`src/rtl/dtl_pkg.sv`:
```
// Shared types, constants and helper functions of the token lexer.
package dtl_pkg;

   // Text size limit and the resulting offset saturation point
   localparam longint unsigned MAX_TEXT_BYTES = 64'd65536;
   localparam logic [15:0] OFF_CAP = (MAX_TEXT_BYTES - 64'd1 > 64'd65535) ? 16'hFFFF
                                     : 16'(MAX_TEXT_BYTES - 64'd1);
   localparam logic [15:0] LINE_CAP = 16'hFFFF;
   localparam logic [15:0] FIRST_LINE_RESET = 16'd1;

   // Group queue depth
   localparam int QUEUE_DEPTH = 2;

   // Characters
   localparam logic [7:0] CH_HASH    = 8'h23;
   localparam logic [7:0] CH_PERCENT = 8'h25;
   localparam logic [7:0] CH_T       = 8'h74;
   localparam logic [7:0] CH_BSLASH  = 8'h5C;
   localparam logic [7:0] CH_QUOTE   = 8'h22;
   localparam logic [7:0] CH_DOT     = 8'h2E;
   localparam logic [7:0] CH_BANG    = 8'h21;
   localparam logic [7:0] CH_SLASH   = 8'h2F;
   localparam logic [7:0] CH_STAR    = 8'h2A;
   localparam logic [7:0] CH_EQ      = 8'h3D;
   localparam logic [7:0] CH_LT      = 8'h3C;
   localparam logic [7:0] CH_GT      = 8'h3E;
   localparam logic [7:0] CH_NL      = 8'h0A;
   localparam logic [7:0] CH_NUL     = 8'h00;

   // Token kinds
   localparam logic [4:0] K_EOF      = 5'd0;
   localparam logic [4:0] K_LBRACE   = 5'd1;
   localparam logic [4:0] K_RBRACE   = 5'd2;
   localparam logic [4:0] K_LPAREN   = 5'd3;
   localparam logic [4:0] K_RPAREN   = 5'd4;
   localparam logic [4:0] K_LBRACK   = 5'd5;
   localparam logic [4:0] K_RBRACK   = 5'd6;
   localparam logic [4:0] K_COLON    = 5'd7;
   localparam logic [4:0] K_SEMI     = 5'd8;
   localparam logic [4:0] K_COMMA    = 5'd9;
   localparam logic [4:0] K_DOT      = 5'd10;
   localparam logic [4:0] K_DOTDOT   = 5'd11;
   localparam logic [4:0] K_PLUS     = 5'd12;
   localparam logic [4:0] K_MINUS    = 5'd13;
   localparam logic [4:0] K_STAR     = 5'd14;
   localparam logic [4:0] K_SLASH    = 5'd15;
   localparam logic [4:0] K_ASSIGN   = 5'd16;
   localparam logic [4:0] K_EQ       = 5'd17;
   localparam logic [4:0] K_NEQ      = 5'd18;
   localparam logic [4:0] K_LT       = 5'd19;
   localparam logic [4:0] K_LTE      = 5'd20;
   localparam logic [4:0] K_GT       = 5'd21;
   localparam logic [4:0] K_GTE      = 5'd22;
   localparam logic [4:0] K_STRING   = 5'd23;
   localparam logic [4:0] K_NUMBER   = 5'd24;
   localparam logic [4:0] K_PERCENT  = 5'd25;
   localparam logic [4:0] K_DURATION = 5'd26;
   localparam logic [4:0] K_IDENT    = 5'd27;

   // Error codes
   localparam logic [2:0] E_NONE     = 3'd0;
   localparam logic [2:0] E_BLOCK    = 3'd1;
   localparam logic [2:0] E_STRING   = 3'd2;
   localparam logic [2:0] E_ESCAPE   = 3'd3;
   localparam logic [2:0] E_BANG     = 3'd4;
   localparam logic [2:0] E_BADCHAR  = 3'd5;

   // Lexer modes
   typedef enum logic [3:0] {
      M_IDLE, M_SLASH, M_LINE, M_BLOCK, M_BSTAR, M_DOT, M_EQ, M_BANG, M_LT,
      M_GT, M_STR, M_ESC, M_INT, M_NDOT, M_FRAC, M_IDENT
   } mode_type;

   // One result item
   typedef struct packed {
      logic [4:0]  kind;
      logic [15:0] start;
      logic [15:0] len;
      logic [15:0] line;
      logic [2:0]  err;
   } res_type;

   // All results caused by one input item
   typedef struct packed {
      res_type [2:0] r;
      logic [1:0]    cnt;
   } group_type;

   function automatic res_type mk_res(input logic [4:0] kind, input logic [15:0] start,
                                      input logic [15:0] len, input logic [15:0] line,
                                      input logic [2:0] err);
      res_type r;
      r.kind  = kind;
      r.start = start;
      r.len   = len;
      r.line  = line;
      r.err   = err;
      return r;
   endfunction

   function automatic logic [15:0] span(input logic [15:0] from, input logic [15:0] to);
      return (to > from) ? to - from : 16'd0;
   endfunction

   function automatic logic is_space(input logic [7:0] c);
      return (c == 8'h20) || (c >= 8'h09 && c <= 8'h0D);
   endfunction

   function automatic logic is_digit(input logic [7:0] c);
      return c >= 8'h30 && c <= 8'h39;
   endfunction

   function automatic logic is_alpha(input logic [7:0] c);
      return (c >= 8'h61 && c <= 8'h7A) || (c >= 8'h41 && c <= 8'h5A) || c == 8'h5F;
   endfunction

   function automatic logic [4:0] single_kind(input logic [7:0] c);
      logic [4:0] k;
      case (c)
         8'h7B:   k = K_LBRACE;
         8'h7D:   k = K_RBRACE;
         8'h28:   k = K_LPAREN;
         8'h29:   k = K_RPAREN;
         8'h5B:   k = K_LBRACK;
         8'h5D:   k = K_RBRACK;
         8'h3A:   k = K_COLON;
         8'h3B:   k = K_SEMI;
         8'h2C:   k = K_COMMA;
         8'h2B:   k = K_PLUS;
         8'h2D:   k = K_MINUS;
         8'h2A:   k = K_STAR;
         default: k = K_EOF;
      endcase
      return k;
   endfunction

endpackage

```
`src/rtl/dtl_front.sv`:
```
// Front end: takes one byte per item, runs the lexer state machine, builds result groups.
module dtl_front (
   input  logic               clock,
   input  logic               reset,
   input  logic               req_valid,
   input  logic [7:0]         req_ch,
   input  logic               req_end_of_text,
   input  logic               accept,
   input  logic               csr_we,
   input  logic [15:0]        csr_data,
   output logic               push,
   output dtl_pkg::group_type push_grp
);
   import dtl_pkg::*;

   mode_type    mode_ff, mode_in;
   logic [15:0] tb_ff, tb_in;
   logic [15:0] off_ff, off_in;
   logic [15:0] line_ff, line_in;
   logic [15:0] ssl_ff, ssl_in;
   logic [15:0] dot_ff, dot_in;
   logic        halted_ff, halted_in;
   logic        in_text_ff, in_text_in;
   logic [15:0] first_line_ff;

   logic          is_end;
   logic          redo;
   logic          e_v;
   logic [4:0]    ek;
   logic [15:0]   es, el;
   logic [2:0]    ee;
   logic [1:0]    cnt_v;
   res_type [2:0] res_v;
   logic [4:0]    two_k, one_k;

   assign is_end = req_end_of_text || (req_ch == CH_NUL);

   // Lexer step for one item, up to three passes over the byte
   always_comb begin
      mode_in    = mode_ff;
      tb_in      = tb_ff;
      off_in     = off_ff;
      line_in    = line_ff;
      ssl_in     = ssl_ff;
      dot_in     = dot_ff;
      halted_in  = halted_ff;
      in_text_in = in_text_ff;
      cnt_v      = 2'd0;
      res_v      = '0;
      redo       = 1'b0;
      e_v        = 1'b0;
      ek         = K_EOF;
      es         = 16'd0;
      el         = 16'd0;
      ee         = E_NONE;
      two_k      = K_EQ;
      one_k      = K_ASSIGN;
      if (is_end) begin
         // flush the pending token
         if (!halted_ff) begin
            case (mode_ff)
               M_SLASH: begin
                  res_v[0] = mk_res(K_SLASH, tb_ff, 16'd1, line_ff, E_NONE);
                  cnt_v = 2'd1;
               end
               M_BLOCK, M_BSTAR: begin
                  res_v[0] = mk_res(K_EOF, off_ff, 16'd0, line_ff, E_BLOCK);
                  cnt_v = 2'd1;
                  halted_in = 1'b1;
               end
               M_DOT: begin
                  res_v[0] = mk_res(K_DOT, tb_ff, 16'd1, line_ff, E_NONE);
                  cnt_v = 2'd1;
               end
               M_EQ: begin
                  res_v[0] = mk_res(K_ASSIGN, tb_ff, 16'd1, line_ff, E_NONE);
                  cnt_v = 2'd1;
               end
               M_LT: begin
                  res_v[0] = mk_res(K_LT, tb_ff, 16'd1, line_ff, E_NONE);
                  cnt_v = 2'd1;
               end
               M_GT: begin
                  res_v[0] = mk_res(K_GT, tb_ff, 16'd1, line_ff, E_NONE);
                  cnt_v = 2'd1;
               end
               M_BANG: begin
                  res_v[0] = mk_res(K_EOF, tb_ff, 16'd0, line_ff, E_BANG);
                  cnt_v = 2'd1;
                  halted_in = 1'b1;
               end
               M_STR: begin
                  res_v[0] = mk_res(K_EOF, tb_ff, 16'd0, ssl_ff, E_STRING);
                  cnt_v = 2'd1;
                  halted_in = 1'b1;
               end
               M_ESC: begin
                  res_v[0] = mk_res(K_EOF, tb_ff, 16'd0, ssl_ff, E_ESCAPE);
                  cnt_v = 2'd1;
                  halted_in = 1'b1;
               end
               M_INT, M_FRAC: begin
                  res_v[0] = mk_res(K_NUMBER, tb_ff, span(tb_ff, off_ff), line_ff, E_NONE);
                  cnt_v = 2'd1;
               end
               M_NDOT: begin
                  res_v[0] = mk_res(K_NUMBER, tb_ff, span(tb_ff, dot_ff), line_ff, E_NONE);
                  res_v[1] = mk_res(K_DOT, dot_ff, 16'd1, line_ff, E_NONE);
                  cnt_v = 2'd2;
               end
               M_IDENT: begin
                  res_v[0] = mk_res(K_IDENT, tb_ff, span(tb_ff, off_ff), line_ff, E_NONE);
                  cnt_v = 2'd1;
               end
               default: ;
            endcase
            if (!halted_in) begin
               res_v[cnt_v] = mk_res(K_EOF, off_ff, 16'd0, line_ff, E_NONE);
               cnt_v = cnt_v + 2'd1;
            end
         end
         // fresh text
         mode_in    = M_IDLE;
         tb_in      = 16'd0;
         off_in     = 16'd0;
         line_in    = first_line_ff;
         ssl_in     = 16'd0;
         halted_in  = 1'b0;
         dot_in     = 16'd0;
         in_text_in = 1'b0;
      end else begin
         in_text_in = 1'b1;
         redo = !halted_ff;
         for (int p = 0; p < 3; p++) begin
            if (redo && !halted_in) begin
               redo = 1'b0;
               e_v  = 1'b0;
               case (mode_in)
                  M_IDLE: begin
                     if (is_space(req_ch)) begin
                        e_v = 1'b0;
                     end else if (single_kind(req_ch) != K_EOF) begin
                        e_v = 1'b1; ek = single_kind(req_ch); es = off_ff; el = 16'd1;
                        ee = E_NONE;
                     end else begin
                        tb_in = off_ff;
                        if (req_ch == CH_HASH) mode_in = M_LINE;
                        else if (req_ch == CH_SLASH) mode_in = M_SLASH;
                        else if (req_ch == CH_DOT) mode_in = M_DOT;
                        else if (req_ch == CH_EQ) mode_in = M_EQ;
                        else if (req_ch == CH_BANG) mode_in = M_BANG;
                        else if (req_ch == CH_LT) mode_in = M_LT;
                        else if (req_ch == CH_GT) mode_in = M_GT;
                        else if (req_ch == CH_QUOTE) begin
                           tb_in   = (off_ff < OFF_CAP) ? off_ff + 16'd1 : OFF_CAP;
                           ssl_in  = line_ff;
                           mode_in = M_STR;
                        end else if (is_digit(req_ch)) mode_in = M_INT;
                        else if (is_alpha(req_ch)) mode_in = M_IDENT;
                        else begin
                           e_v = 1'b1; ek = K_EOF; es = off_ff; el = 16'd0; ee = E_BADCHAR;
                           halted_in = 1'b1;
                        end
                     end
                  end
                  M_SLASH: begin
                     if (req_ch == CH_SLASH) mode_in = M_LINE;
                     else if (req_ch == CH_STAR) mode_in = M_BLOCK;
                     else begin
                        e_v = 1'b1; ek = K_SLASH; es = tb_in; el = 16'd1; ee = E_NONE;
                        mode_in = M_IDLE; redo = 1'b1;
                     end
                  end
                  M_LINE: begin
                     if (req_ch == CH_NL) mode_in = M_IDLE;
                  end
                  M_BLOCK: begin
                     if (req_ch == CH_STAR) mode_in = M_BSTAR;
                  end
                  M_BSTAR: begin
                     if (req_ch == CH_SLASH) mode_in = M_IDLE;
                     else if (req_ch != CH_STAR) mode_in = M_BLOCK;
                  end
                  M_DOT: begin
                     mode_in = M_IDLE;
                     e_v = 1'b1; es = tb_in; ee = E_NONE;
                     if (req_ch == CH_DOT) begin
                        ek = K_DOTDOT; el = 16'd2;
                     end else begin
                        ek = K_DOT; el = 16'd1; redo = 1'b1;
                     end
                  end
                  M_EQ, M_LT, M_GT: begin
                     two_k = (mode_in == M_EQ) ? K_EQ : (mode_in == M_LT) ? K_LTE : K_GTE;
                     one_k = (mode_in == M_EQ) ? K_ASSIGN : (mode_in == M_LT) ? K_LT : K_GT;
                     mode_in = M_IDLE;
                     e_v = 1'b1; es = tb_in; ee = E_NONE;
                     if (req_ch == CH_EQ) begin
                        ek = two_k; el = 16'd2;
                     end else begin
                        ek = one_k; el = 16'd1; redo = 1'b1;
                     end
                  end
                  M_BANG: begin
                     mode_in = M_IDLE;
                     e_v = 1'b1; es = tb_in;
                     if (req_ch == CH_EQ) begin
                        ek = K_NEQ; el = 16'd2; ee = E_NONE;
                     end else begin
                        ek = K_EOF; el = 16'd0; ee = E_BANG; halted_in = 1'b1;
                     end
                  end
                  M_STR: begin
                     if (req_ch == CH_QUOTE) begin
                        e_v = 1'b1; ek = K_STRING; es = tb_in; el = span(tb_in, off_ff);
                        ee = E_NONE; mode_in = M_IDLE;
                     end else if (req_ch == CH_BSLASH) mode_in = M_ESC;
                  end
                  M_ESC: begin
                     mode_in = M_STR;
                  end
                  M_INT, M_FRAC: begin
                     if (is_digit(req_ch)) begin
                        e_v = 1'b0;
                     end else if (req_ch == CH_DOT && mode_in == M_INT) begin
                        dot_in = off_ff; mode_in = M_NDOT;
                     end else begin
                        mode_in = M_IDLE;
                        e_v = 1'b1; es = tb_in; el = span(tb_in, off_ff); ee = E_NONE;
                        if (req_ch == CH_PERCENT) ek = K_PERCENT;
                        else if (req_ch == CH_T) ek = K_DURATION;
                        else begin
                           ek = K_NUMBER; redo = 1'b1;
                        end
                     end
                  end
                  M_NDOT: begin
                     if (is_digit(req_ch)) mode_in = M_FRAC;
                     else begin
                        e_v = 1'b1; ek = K_NUMBER; es = tb_in; el = span(tb_in, dot_in);
                        ee = E_NONE;
                        tb_in = dot_in; mode_in = M_DOT; redo = 1'b1;
                     end
                  end
                  M_IDENT: begin
                     if (!(is_alpha(req_ch) || is_digit(req_ch))) begin
                        e_v = 1'b1; ek = K_IDENT; es = tb_in; el = span(tb_in, off_ff);
                        ee = E_NONE; mode_in = M_IDLE; redo = 1'b1;
                     end
                  end
                  default: begin
                     mode_in = M_IDLE; redo = 1'b1;
                  end
               endcase
               if (e_v) begin
                  res_v[cnt_v] = mk_res(ek, es, el, line_ff, ee);
                  cnt_v = cnt_v + 2'd1;
               end
            end
         end
         // position counters saturate
         if (!halted_ff) begin
            if (off_ff < OFF_CAP) off_in = off_ff + 16'd1;
            if (req_ch == CH_NL && line_ff < LINE_CAP) line_in = line_ff + 16'd1;
         end
      end
   end

   assign push         = accept && (cnt_v != 2'd0);
   assign push_grp.r   = res_v;
   assign push_grp.cnt = cnt_v;

   // Lexer state registers
   always_ff @(posedge clock) begin
      if (reset) begin
         mode_ff       <= M_IDLE;
         tb_ff         <= 16'd0;
         off_ff        <= 16'd0;
         line_ff       <= FIRST_LINE_RESET;
         ssl_ff        <= 16'd0;
         dot_ff        <= 16'd0;
         halted_ff     <= 1'b0;
         in_text_ff    <= 1'b0;
         first_line_ff <= FIRST_LINE_RESET;
      end else begin
         if (accept && req_valid) begin
            mode_ff    <= mode_in;
            tb_ff      <= tb_in;
            off_ff     <= off_in;
            line_ff    <= line_in;
            ssl_ff     <= ssl_in;
            dot_ff     <= dot_in;
            halted_ff  <= halted_in;
            in_text_ff <= in_text_in;
         end
         // first_line write also moves the line count before any byte of a text
         if (csr_we) begin
            first_line_ff <= csr_data;
            if (!in_text_ff) line_ff <= csr_data;
         end
      end
   end

endmodule

```
`src/rtl/dtl_queue.sv`:
```
// Short queue of result groups between the front and back ends.
module dtl_queue (
   input  logic               clock,
   input  logic               reset,
   input  logic               push,
   input  dtl_pkg::group_type push_grp,
   input  logic               pop,
   output dtl_pkg::group_type head,
   output logic               nonempty,
   output logic               full
);
   import dtl_pkg::*;

   localparam int PtrW = $clog2(QUEUE_DEPTH);

   group_type             mem_ff [QUEUE_DEPTH];
   logic [PtrW-1:0]       wr_ff, rd_ff;
   logic [PtrW:0]         count_ff;

   assign nonempty = count_ff != '0;
   assign full     = count_ff == (PtrW+1)'(QUEUE_DEPTH);
   assign head     = mem_ff[rd_ff];

   // Entry storage
   always_ff @(posedge clock) begin
      if (push) mem_ff[wr_ff] <= push_grp;
   end

   // Pointers and fill count
   always_ff @(posedge clock) begin
      if (reset) begin
         wr_ff    <= '0;
         rd_ff    <= '0;
         count_ff <= '0;
      end else begin
         if (push) wr_ff <= (wr_ff == PtrW'(QUEUE_DEPTH - 1)) ? '0 : wr_ff + 1'b1;
         if (pop)  rd_ff <= (rd_ff == PtrW'(QUEUE_DEPTH - 1)) ? '0 : rd_ff + 1'b1;
         if (push && !pop) count_ff <= count_ff + 1'b1;
         else if (pop && !push) count_ff <= count_ff - 1'b1;
      end
   end

endmodule

```
`src/rtl/dtl_back.sv`:
```
// Back end: unpacks result groups into single items behind an output register.
module dtl_back (
   input  logic               clock,
   input  logic               reset,
   input  dtl_pkg::group_type head,
   input  logic               nonempty,
   output logic               pop,
   output logic               rsp_valid,
   input  logic               rsp_stall,
   output logic [4:0]         rsp_token_kind,
   output logic [15:0]        rsp_token_start,
   output logic [15:0]        rsp_token_len,
   output logic [15:0]        rsp_token_line,
   output logic [2:0]         rsp_error_code,
   output logic               rsp_last
);
   import dtl_pkg::*;

   logic        valid_ff;
   logic [1:0]  idx_ff;
   res_type     out_ff;
   logic        last_ff;
   logic        load;
   logic        is_last;

   assign load    = nonempty && (!valid_ff || !rsp_stall);
   assign is_last = (idx_ff == head.cnt - 2'd1);
   assign pop     = load && is_last;

   // Output register and position within the head group
   always_ff @(posedge clock) begin
      if (reset) begin
         valid_ff <= 1'b0;
         idx_ff   <= 2'd0;
      end else if (load) begin
         valid_ff <= 1'b1;
         idx_ff   <= is_last ? 2'd0 : idx_ff + 2'd1;
      end else if (!rsp_stall) begin
         valid_ff <= 1'b0;
      end
   end

   always_ff @(posedge clock) begin
      if (load) begin
         out_ff  <= head.r[idx_ff];
         last_ff <= is_last;
      end
   end

   assign rsp_valid       = valid_ff;
   assign rsp_token_kind  = out_ff.kind;
   assign rsp_token_start = out_ff.start;
   assign rsp_token_len   = out_ff.len;
   assign rsp_token_line  = out_ff.line;
   assign rsp_error_code  = out_ff.err;
   assign rsp_last        = last_ff;

endmodule

```
`src/rtl/dsl_token_lexer_top.sv`:
```
// Top level of the streaming token lexer: front end, group queue, back end.
//
//  channel  dir  handshake          payload
//  req      in   valid / stall      ch, end_of_text
//  rsp      out  valid / stall      token_kind, token_start, token_len, token_line,
//                                   error_code, last
//  csr      in   valid / ready      data (first_line)
//
// One byte is taken per cycle while the group queue has room; a byte that causes
// several results is spread out at the output, one result per cycle while rsp is
// not stalled, so the sustained rate is one byte per cycle unless the token stream
// outpaces one result per cycle. Results pass through the group queue and the
// output register. Reset is synchronous and clears all lexer state; first_line
// returns to 1. A stall on rsp fills the queue and then stalls req.
module dsl_token_lexer_top (
   input  logic        clock,
   input  logic        reset,
   input  logic        req_valid,
   output logic        req_stall,
   input  logic [7:0]  req_ch,
   input  logic        req_end_of_text,
   output logic        rsp_valid,
   input  logic        rsp_stall,
   output logic [4:0]  rsp_token_kind,
   output logic [15:0] rsp_token_start,
   output logic [15:0] rsp_token_len,
   output logic [15:0] rsp_token_line,
   output logic [2:0]  rsp_error_code,
   output logic        rsp_last,
   input  logic        csr_valid,
   output logic        csr_ready,
   input  logic [15:0] csr_data
);
   import dtl_pkg::*;

   logic      accept;
   logic      push, pop, nonempty, full;
   group_type push_grp, head;

   assign req_stall = full;
   assign accept    = req_valid && !full;
   assign csr_ready = 1'b1;

   dtl_front u_front (
      .clock           (clock),
      .reset           (reset),
      .req_valid       (req_valid),
      .req_ch          (req_ch),
      .req_end_of_text (req_end_of_text),
      .accept          (accept),
      .csr_we          (csr_valid && csr_ready),
      .csr_data        (csr_data),
      .push            (push),
      .push_grp        (push_grp)
   );

   dtl_queue u_queue (
      .clock    (clock),
      .reset    (reset),
      .push     (push),
      .push_grp (push_grp),
      .pop      (pop),
      .head     (head),
      .nonempty (nonempty),
      .full     (full)
   );

   dtl_back u_back (
      .clock           (clock),
      .reset           (reset),
      .head            (head),
      .nonempty        (nonempty),
      .pop             (pop),
      .rsp_valid       (rsp_valid),
      .rsp_stall       (rsp_stall),
      .rsp_token_kind  (rsp_token_kind),
      .rsp_token_start (rsp_token_start),
      .rsp_token_len   (rsp_token_len),
      .rsp_token_line  (rsp_token_line),
      .rsp_error_code  (rsp_error_code),
      .rsp_last        (rsp_last)
   );

endmodule

```
`config.mk`:
```
export PLATFORM = sky130hd
export DESIGN_NAME = dsl_token_lexer_top
export DESIGN_NICKNAME = d
export VERILOG_FILES = /design/src/rtl/dtl_pkg.sv /design/src/rtl/dtl_front.sv /design/src/rtl/dtl_queue.sv /design/src/rtl/dtl_back.sv /design/src/rtl/dsl_token_lexer_top.sv
export SDC_FILE = /design/constraint.sdc
export NUM_CORES = 1
export LEC_CHECK = 0
export BUFFER_PORTS_ARGS = -buffer_cell sky130_fd_sc_hd__buf_4
export CORE_MARGIN = 2
export CORE_UTILIZATION = 45
export CTS_CLUSTER_SIZE = 8
export DETAILED_ROUTE_END_ITERATION = 8
export GPL_TIMING_DRIVEN = 0
export SLEW_MARGIN = 15
export SYNTH_ARGS = -nofsm -noshare
export SYNTH_HDL_FRONTEND = slang
export SYNTH_HIERARCHICAL = 1
export SYNTH_SLANG_ARGS = --single-unit
```
`constraint.sdc`:
```
create_clock -name clock -period 28.8 [get_ports clock]
set_input_delay 2.88 -clock clock [delete_from_list [all_inputs] [get_ports clock]]
set_output_delay 2.88 -clock clock [all_outputs]
set_load 0.01 [all_outputs]
```
==> impl_results.md, run 1 <==
- Run status: completed
- Worst Path Buf+Inv: 2
- Number of flip-flops and latches in the synthesized netlist: 507
- All-layer global routing usage: around 34%
- Startpoint of the worst hold path: u_front/ssl_ff[10]$_SDFFE_PP0P_
- Overall power of the completed layout: approximately 2.6 mW
- Number of standard cells in the final layout excluding fillers: approximately 4300
- Worst-case headroom to the max-slew limit: between 10% and 20%
- Worst setup path startpoint: req_ch[4]
- Initial antenna violation count: 6
- Routed WL per cell: approximately 30 um
- H-tree Lvls: 3
- Final Routed Wirelength: 126 mm
- Pint: around 1.7 mW
- Crit-path max FO: 10
- Count of clock tree sinks: between 500 and 600
- Area of the die: 0.0722 mm^2
- Vias per inst: 6.40
- Endpoint class of the critical path: register
- Kind of cell with the highest combined delay on the critical path: compound AO/OA/AOI/OAI gates
- Dpl ws: between 15 and 20 ns
- Cells after Synth: just over 3000
- Share of final-layout standard cells stronger than drive strength 1: between 10% and 20%
- Hold-fix buffers, CTS: 0
- Register area share after synthesis: ~45%
- Area of the core: 0.0697 mm^2
- Max Clock Freq: 93.2 MHz
- CP Data Arrival Time: 10.97 ns
- Crit path kind: input pin to register
- Root buffer selected by CTS: sky130_fd_sc_hd__clkbuf_16
- Number of detailed-route iterations in the first pass: 6
- Part of the cycle the worst path needs: between 30 and 40%
- Final cell utilization of the core: around half
- Initial core utilization: 45.3%
- Skew-Pair Late Insertion Delay: 0.62 ns
- Antenna cells: 0
- Clock period minus worst slack: ~11 ns
- Die boundary height: about 270 um
- Cell area after layout: 0.0360 mm^2
- CTS Buf Count: 74
- Vias post-DR: ~27000
- Synthesized area divided by synthesized cell count: slightly above 10 um^2
- Pin slew with the least headroom to its limit: ~1.2 ns
- Worst R2R Start: u_front/mode_ff[1]$_SDFFE_PP0P_
- Endpoint required time on the critical path: 29.04 ns
- P&R area growth vs syn: 14.2%
- Largest net degree at the start of global routing: 55
- Final antenna-violating net count: 0
- Drt initial violations: between 3000 and 4000
- Total I/O pin count: 90
- WHS: 0.478 ns
- Element type at the critical path start: input pin
- DRC violation count after routing: 0
- Series of cell instances along the critical path: buf_4, buf_2, nor4bb_1, nand2_1, a21oi_1, o22ai_1, o21ai_1, nor2_1, a222oi_1, o22ai_1, a21oi_1, ha_1, and4_1, a221oi_1, o31a_1, o31ai_1, a311oi_1, o311a_1, nand3_1, o2bb2ai_1
- Final setup TNS: 0 ns
- Global-route wire length before repair: between 150 and 200 mm
- Vias in the first global route: around 26000
- Final global-route overflow total: 0
- Post-Place Cells: about 4200
- MaxCap Viol Count: 0
- Leakage: between 10 and 15 nW
- RSZ-0062 raised after global routing: no
- Number of distinct standard cells referenced by the synthesized netlist: around 120
- Post-place instance area: approximately 0.034 mm^2
- Worst VDD drop: between 0.03 and 0.04 mV
- Number of buffers on the longest clock path: 3
- Setup slack after layout: roughly 18 ns
- Number of fill cells: ~6500
- Final weighted congestion in routability-driven placement: about 1.0
- Clock slew seen by the registers of the worst setup and hold paths: around 0.050 ns
- Most used flip-flop cell after synthesis: sky130_fd_sc_hd__edfxtp_1
- Post CTS Setup Buffer Count: 0
- Count of flip-flops with a built-in enable after synthesis: roughly 400
- Clock skew: ~0.038 ns
- Net switching component of the power: between 0.8 and 0.9 mW
- Power per cell area: approximately 71 mW/mm^2
- CTS tree: built
- Seq pwr share: about two fifths
- Portion of total power attributed to combinational logic: a little under a third
- Yosys warns: 6
- FP Rows: 97
- Largest stage delay, worst path: 0.93 ns
- Switching portion of total power: roughly a third
- Kind of path behind the tightest hold check: register to register
- Setup violation total in the final timing report: 0
- Net count, final: between 3000 and 4000
- Width of the chip: approximately 270 um
- Mapped cell area: between 0.03 and 0.04 mm^2
- IO buf count: between 80 and 90
- Resize count post-CTS: 0
- Critical Path Slowest Stage Cell: sky130_fd_sc_hd__a222oi_1
- Fraction of power consumed by the clock network: 31.3%
- Async S/R FF share, synth: 0%
- Total count of hold-check failures in the final report: 0
- Dpl hpwl: slightly below 100 mm
- Number of pins exceeding their max-slew limit in the final report: 0
==> per-layer routing <==
layer	global-route usage, %	up-vias	part of all wire [%]
li1	-	12200	-
met1	43.5	13500	40
met2	55.3	1538	46
met3	6.68	339	8.7
met4	18.1	4	5.8
met5	0	-	0.053
==> final cells by class <==
class                   instances  area, um^2  share of cell area [%]
plain buffers                 255        1290                    3.59
clock buffers                 110        2010                    5.57
clock inverters                10         140                   0.389
inverters                      72         273                   0.757
multi-input cells            2293       16000                    44.4
flip-flops and latches        507       14100                    39.2
well taps                     940        1180                    3.27
repair buffers                109        1010                    2.80
==> kinds of logic (layout without fill, tap and decap cells) <==
kind of cell               Yosys count  after routing  share of synthesized area (%)
xor gates and xnor gates            27             27                          0.750
other                                2             34                         0.0238
muxes                              297            297                           11.4
AOI/OAI and AO/OA                  922            922                           19.8
adders and majority gates          110            110                           4.51
buffers and inverters              327            556                           4.96
and+or+nand+nor                    903            903                           13.7
DFF                                507            507                           44.8
==> synth_stat cells, types with 11 or more instances <==
master                     count  area share (%)
sky130_fd_sc_hd__clkbuf_1    129             1.5
sky130_fd_sc_hd__o21ai_0     186             3.0
sky130_fd_sc_hd__a211oi_1     16            0.38
sky130_fd_sc_hd__a21o_1       41            0.98
sky130_fd_sc_hd__nor2_1      239             2.8
sky130_fd_sc_hd__buf_2        60            0.95
sky130_fd_sc_hd__nand4_1      40            0.79
sky130_fd_sc_hd__nor2b_1      52             1.0
sky130_fd_sc_hd__inv_1        71            0.85
sky130_fd_sc_hd__buf_6        13            0.46
sky130_fd_sc_hd__a21oi_1     186             3.0
sky130_fd_sc_hd__and3_1       24            0.48
sky130_fd_sc_hd__ha_1        104             4.1
sky130_fd_sc_hd__and2_1       22            0.44
sky130_fd_sc_hd__a32oi_1      14            0.39
sky130_fd_sc_hd__o31ai_1      11            0.26
sky130_fd_sc_hd__mux2_2      101             3.6
sky130_fd_sc_hd__buf_4        43             1.0
sky130_fd_sc_hd__a22o_1       58             1.6
sky130_fd_sc_hd__nor4_1       17            0.34
sky130_fd_sc_hd__dfxtp_1     110             7.0
sky130_fd_sc_hd__nand3_1      58            0.92
sky130_fd_sc_hd__edfxtp_1    397              38
sky130_fd_sc_hd__or3_1        14            0.28
sky130_fd_sc_hd__nand2b_1     15            0.30
sky130_fd_sc_hd__nand2_1     293             3.5
sky130_fd_sc_hd__xnor2_1      21            0.58
sky130_fd_sc_hd__nor3_1       58            0.92
sky130_fd_sc_hd__mux2_4      100             4.8
sky130_fd_sc_hd__o22ai_1      48            0.95
sky130_fd_sc_hd__nand3b_1     12            0.29
sky130_fd_sc_hd__o221ai_1     21            0.58
sky130_fd_sc_hd__a22oi_1      95             2.3
sky130_fd_sc_hd__o211ai_1     18            0.43
sky130_fd_sc_hd__o21a_1       14            0.33
sky130_fd_sc_hd__a31oi_1      36            0.71
sky130_fd_sc_hd__mux2i_1      96             3.0
sky130_fd_sc_hd__o21ai_1      38            0.60
==> registers in the layout (all words and copies together) (netlist names), named ones only <==
register	cells
u_front/off_ff	16
u_back/rsp_valid	1
u_queue/rd_ff	1
u_front/ssl_ff	16
u_front/mode_ff	4
u_back/idx_ff	2
u_back/rsp_error_code	3
u_back/rsp_token_len	16
u_back/rsp_token_line	16
u_front/dot_ff	16
u_front/first_line_ff	16
u_front/tb_ff	16
u_front/halted_ff	1
u_queue/mem_ff	340
u_queue/count_ff	2
u_back/rsp_token_start	16
u_back/rsp_token_kind	5
u_front/line_ff	16
u_queue/wr_ff	1
u_front/in_text_ff	1
u_back/rsp_last	1
==> power by group through the flow <==
stage,combinational [mW],clock [mW],sequential (mW)
after floorplan,0.456,0,1.02
after global placement,0.745,0,1.03
after detailed placement,0.778,0,0.994
after CTS,0.780,0.818,0.981
after global routing,0.829,0.846,0.990
final,0.782,0.804,0.980
==> cells in the final DEF, fill, tap and decap left out, drive strengths merged, types with 74 or more instances in the layout <==
master / n
a21oi: 188
a22oi: 96
buf: 234
clkbuf: 240
dfxtp: 110
edfxtp: 397
ha: 104
inv: 74
mux2: 201
mux2i: 96
nand2: 294
nor2: 242
o21ai: 225
==> worst paths after layout <==
check                                          to  slack (ns)  cells past startpoint
setup reg to reg  u_queue/mem_ff[1][21]$_DFFE_PP_       20.36                     19
hold reg to reg   u_front/ssl_ff[10]$_SDFFE_PP0P_        0.48                      1
setup / recovery  u_queue/mem_ff[1][21]$_DFFE_PP_       18.07                     20
hold / removal    u_front/ssl_ff[10]$_SDFFE_PP0P_        0.48                      1
No activity file was read; power rests on OpenSTA's default activity.
==> run 2, diff against run 1 <==
==> constraint.sdc (replaced) <==
create_clock -name clock -period 10 [get_ports clock]
set_input_delay 1 -clock clock [delete_from_list [all_inputs] [get_ports clock]]
set_output_delay 1 -clock clock [all_outputs]
set_load 0.01 [all_outputs]
==> run 2 against run 1 <==
Combinational power grew to 2.9 times the previous value. Largest power group unchanged. Count of clock-buffer cells in the layout grew 2. Via count grew 0.22%. Setup slack lost 17 ns. Die area is the same. Flip-flop and latch count is the same. Global-route usage grew 0.055 points. Sequential share of layout area shrank 0.10 points. Sequential power grew to 2.9 times the previous value. Routed wire length is essentially flat. Register-to-register slack lost 19 ns. Highest routed layer is now met4.
==> impl_results.md, run 2 (same netlist as run 1, synthesis figures left out) <==
- FP Rows: 97 (unchanged)
- All-layer global routing usage: 34.3% (about the same)
- P&R area growth vs syn: 14.5% (was 14.2%)
- Kind of path behind the tightest hold check: register to register (unchanged)
- CTS tree: built (unchanged)
- Global-route wire length before repair: 180 mm (was 179 mm)
- Critical Path Slowest Stage Cell: sky130_fd_sc_hd__a22oi_1 (was sky130_fd_sc_hd__a222oi_1)
- DRC violation count after routing: 0 (unchanged)
- Max Clock Freq: 114 MHz
- MaxCap Viol Count: 0 (unchanged)
- Total count of hold-check failures in the final report: 0 (unchanged)
- Endpoint class of the critical path: register (unchanged)
- Clock slew seen by the registers of the worst setup and hold paths: 0.05 ns (about the same)
- IO buf count: 86 (unchanged)
- Post-place instance area: 0.0339 mm^2 (about the same)
- Crit path kind: input pin to register (unchanged)
- Final cell utilization of the core: 51.8% (was 51.7%)
- Number of standard cells in the final layout excluding fillers: 4299 (was 4296)
- Area of the die: 0.0722 mm^2 (unchanged)
- GR Layer Usage met1: 42.6% (was 43.5%)
- Vias in the first global route: 26900 (was 26400)
- Pin slew with the least headroom to its limit: 1.37 ns (was 1.24 ns)
- Die boundary height: 269 um (unchanged)
- Number of detailed-route iterations in the first pass: 6 (unchanged)
- Met2 usage in global routing: 55.3% (about the same)
- Most flop-heavy register: u_queue/mem_ff (unchanged)
- Multi-input gate area in the final layout: 0.0160 mm^2 (about the same)
- Antenna cells: 0 (unchanged)
- Most frequent cells in the layout: 397 x sky130_fd_sc_hd__edfxtp_1, 293 x sky130_fd_sc_hd__nand2_1, 239 x sky130_fd_sc_hd__nor2_1, 186 x sky130_fd_sc_hd__a21oi_1, 183 x sky130_fd_sc_hd__o21ai_0 (unchanged)
- CP Data Arrival Time: 9.06 ns (was 10.97 ns)
- Cell area after layout: 0.0361 mm^2 (was 0.0360 mm^2)
- Met3 Usage GRT: 7.01% (was 6.68%)
- Final antenna-violating net count: 0 (unchanged)
- Post-Place Cells: 4175 (unchanged)
- Vias post-DR: 27500 (about the same)
- Initial antenna violation count: 1 (was 6)
- Worst-case headroom to the max-slew limit: 7.32% (was 17.0%)
- Vias per inst: 6.41 (was 6.40)
- Routed WL per cell: 29.3 um (about the same)
- Hold-fix buffers, CTS: 0 (unchanged)
- Total I/O pin count: 90 (unchanged)
- Initial core utilization: 45.3% (unchanged)
- Number of fill cells: 6309 (was 6454)
- Resize count post-CTS: 0 (unchanged)
- RSZ-0062 raised after global routing: no (unchanged)
- Final weighted congestion in routability-driven placement: 1.03 (was 1.05)
- Dpl hpwl: 96.5 mm (was 96.8 mm)
- Largest net degree at the start of global routing: 54 (was 55)
- Number of pins exceeding their max-slew limit in the final report: 0 (unchanged)
- Worst VDD drop: 0.126 mV (was 0.0379 mV)
- Root buffer selected by CTS: sky130_fd_sc_hd__clkbuf_16 (unchanged)
- Net count, final: 3453 (was 3452)
- Run status: completed (unchanged)
- Element type at the critical path start: input pin (unchanged)
- Power per cell area: 206 mW/mm^2 (was 71.2 mW/mm^2)
- Most repeated library cell on the critical path: sky130_fd_sc_hd__a21oi_1
- Count of clock tree sinks: 507 (unchanged)
- Most used routing layer in global routing: met2 (unchanged)
- Endpoint required time on the critical path: 10.27 ns (was 29.04 ns)
- Clock period minus worst slack: approximately 9 ns
- Most frequent standard cell in the layout excluding fill and tap cells: sky130_fd_sc_hd__edfxtp_1 (unchanged)
- Area taken by flip-flops and latches: 0.0141 mm^2 (unchanged)
- Largest register FFs: 340 (unchanged)
- Drt initial violations: 3151 (was 3134)
- Post CTS Setup Buffer Count: 0 (unchanged)
- Width of the chip: 269 um (unchanged)
- Skew-Pair Late Insertion Delay: 0.63 ns (was 0.62 ns)
- Leakage: 13.0 nW (about the same)
- Part of the cycle the worst path needs: between 80 and 90%
- Share of final-layout standard cells stronger than drive strength 1: 16.9% (was 16.7%)
- Setup violation total in the final timing report: 0 (unchanged)
- Area of the core: 0.0697 mm^2 (unchanged)
- H-tree Lvls: 3 (unchanged)
- Clock skew: 0.0417 ns (was 0.0384 ns)
- Number of buffers on the longest clock path: 3 (unchanged)
- Final Routed Wirelength: 126 mm (about the same)
- CTS Buf Count: 75 (was 74)
- Final global-route overflow total: 0 (unchanged)
- Crit-path max FO: 10 (unchanged)
- Largest stage delay, worst path: 0.68 ns (was 0.93 ns)
run 2: changes by cell type in the layout (fill, tap and decap cells not counted), sizes merged:
cell | previous run | this run
clkinvlp | 1 | 2
inv | 74 | 75
clkbuf | 240 | 242
clkinv | 7 | 5
bufinv | 0 | 1
run 2: path summary, 6_finish.rpt:
kind	from	end	slack, ns	cells after the start
setup reg to reg	u_front/mode_ff[2]$_SDFFE_PP0P_	u_queue/mem_ff[1][21]$_DFFE_PP_	1.50	25
setup / recovery	req_ch[4]	u_queue/mem_ff[1][21]$_DFFE_PP_	1.21	26
hold / removal	u_front/ssl_ff[0]$_SDFFE_PP0P_	u_front/ssl_ff[0]$_SDFFE_PP0P_	0.48	1
hold reg to reg	u_front/ssl_ff[0]$_SDFFE_PP0P_	u_front/ssl_ff[0]$_SDFFE_PP0P_	0.48	1
run 2: per-stage QoR:
| stage | power (mW) | setup slack, ns | TNS, ns | hold WS, ns |
|---|---|---|---|---|
| detailed placement | 5.11 | 1.05 | 0 | 0.464 |
| finish | 7.45 | 1.21 | 0 | 0.482 |
| CTS | 7.50 | 1.67 | 0 | 0.480 |
| global placement | 5.06 | -4.07 | -994.65 | 0.462 |
| global route | 7.74 | 1.10 | 0 | 0.493 |
| floorplan | 4.23 | 0.390 | 0 | 0.445 |
run 2: critical path, delay by kind of cell:
kind                     cells  cell delay [ns]
AO/OA/AOI/OAI               16             4.91
AND/OR/NAND/NOR              4             1.32
buffers and inverters        4             1.23
adder cells (fa/ha/maj)      1             0.36
multiplexers                 1             0.21
run 2: final cells by class:
type,instances,share of cell area (%)
clock inverter,11,0.568
sequential,507,39.1
timing repair buffer,109,2.84
tap,940,3.26
multi-input combinational,2293,44.3
buffer,255,3.58
clock buffer,112,5.58
inverter,72,0.755
run 2: power by group:
group | switching (mW) | internal, mW
Combinational | 1.35 | 0.916
Sequential | 0.111 | 2.71
Clock | 0.942 | 1.42
run 2: routing by layer:
| metal | routed length [um] | vias up |
|---|---|---|
| li1 | - | 12200 |
| met4 | 8330 | 0 |
| met3 | 11000 | 417 |
| met2 | 57100 | 1534 |
| met5 | 0 | - |
| met1 | 49500 | 13400 |
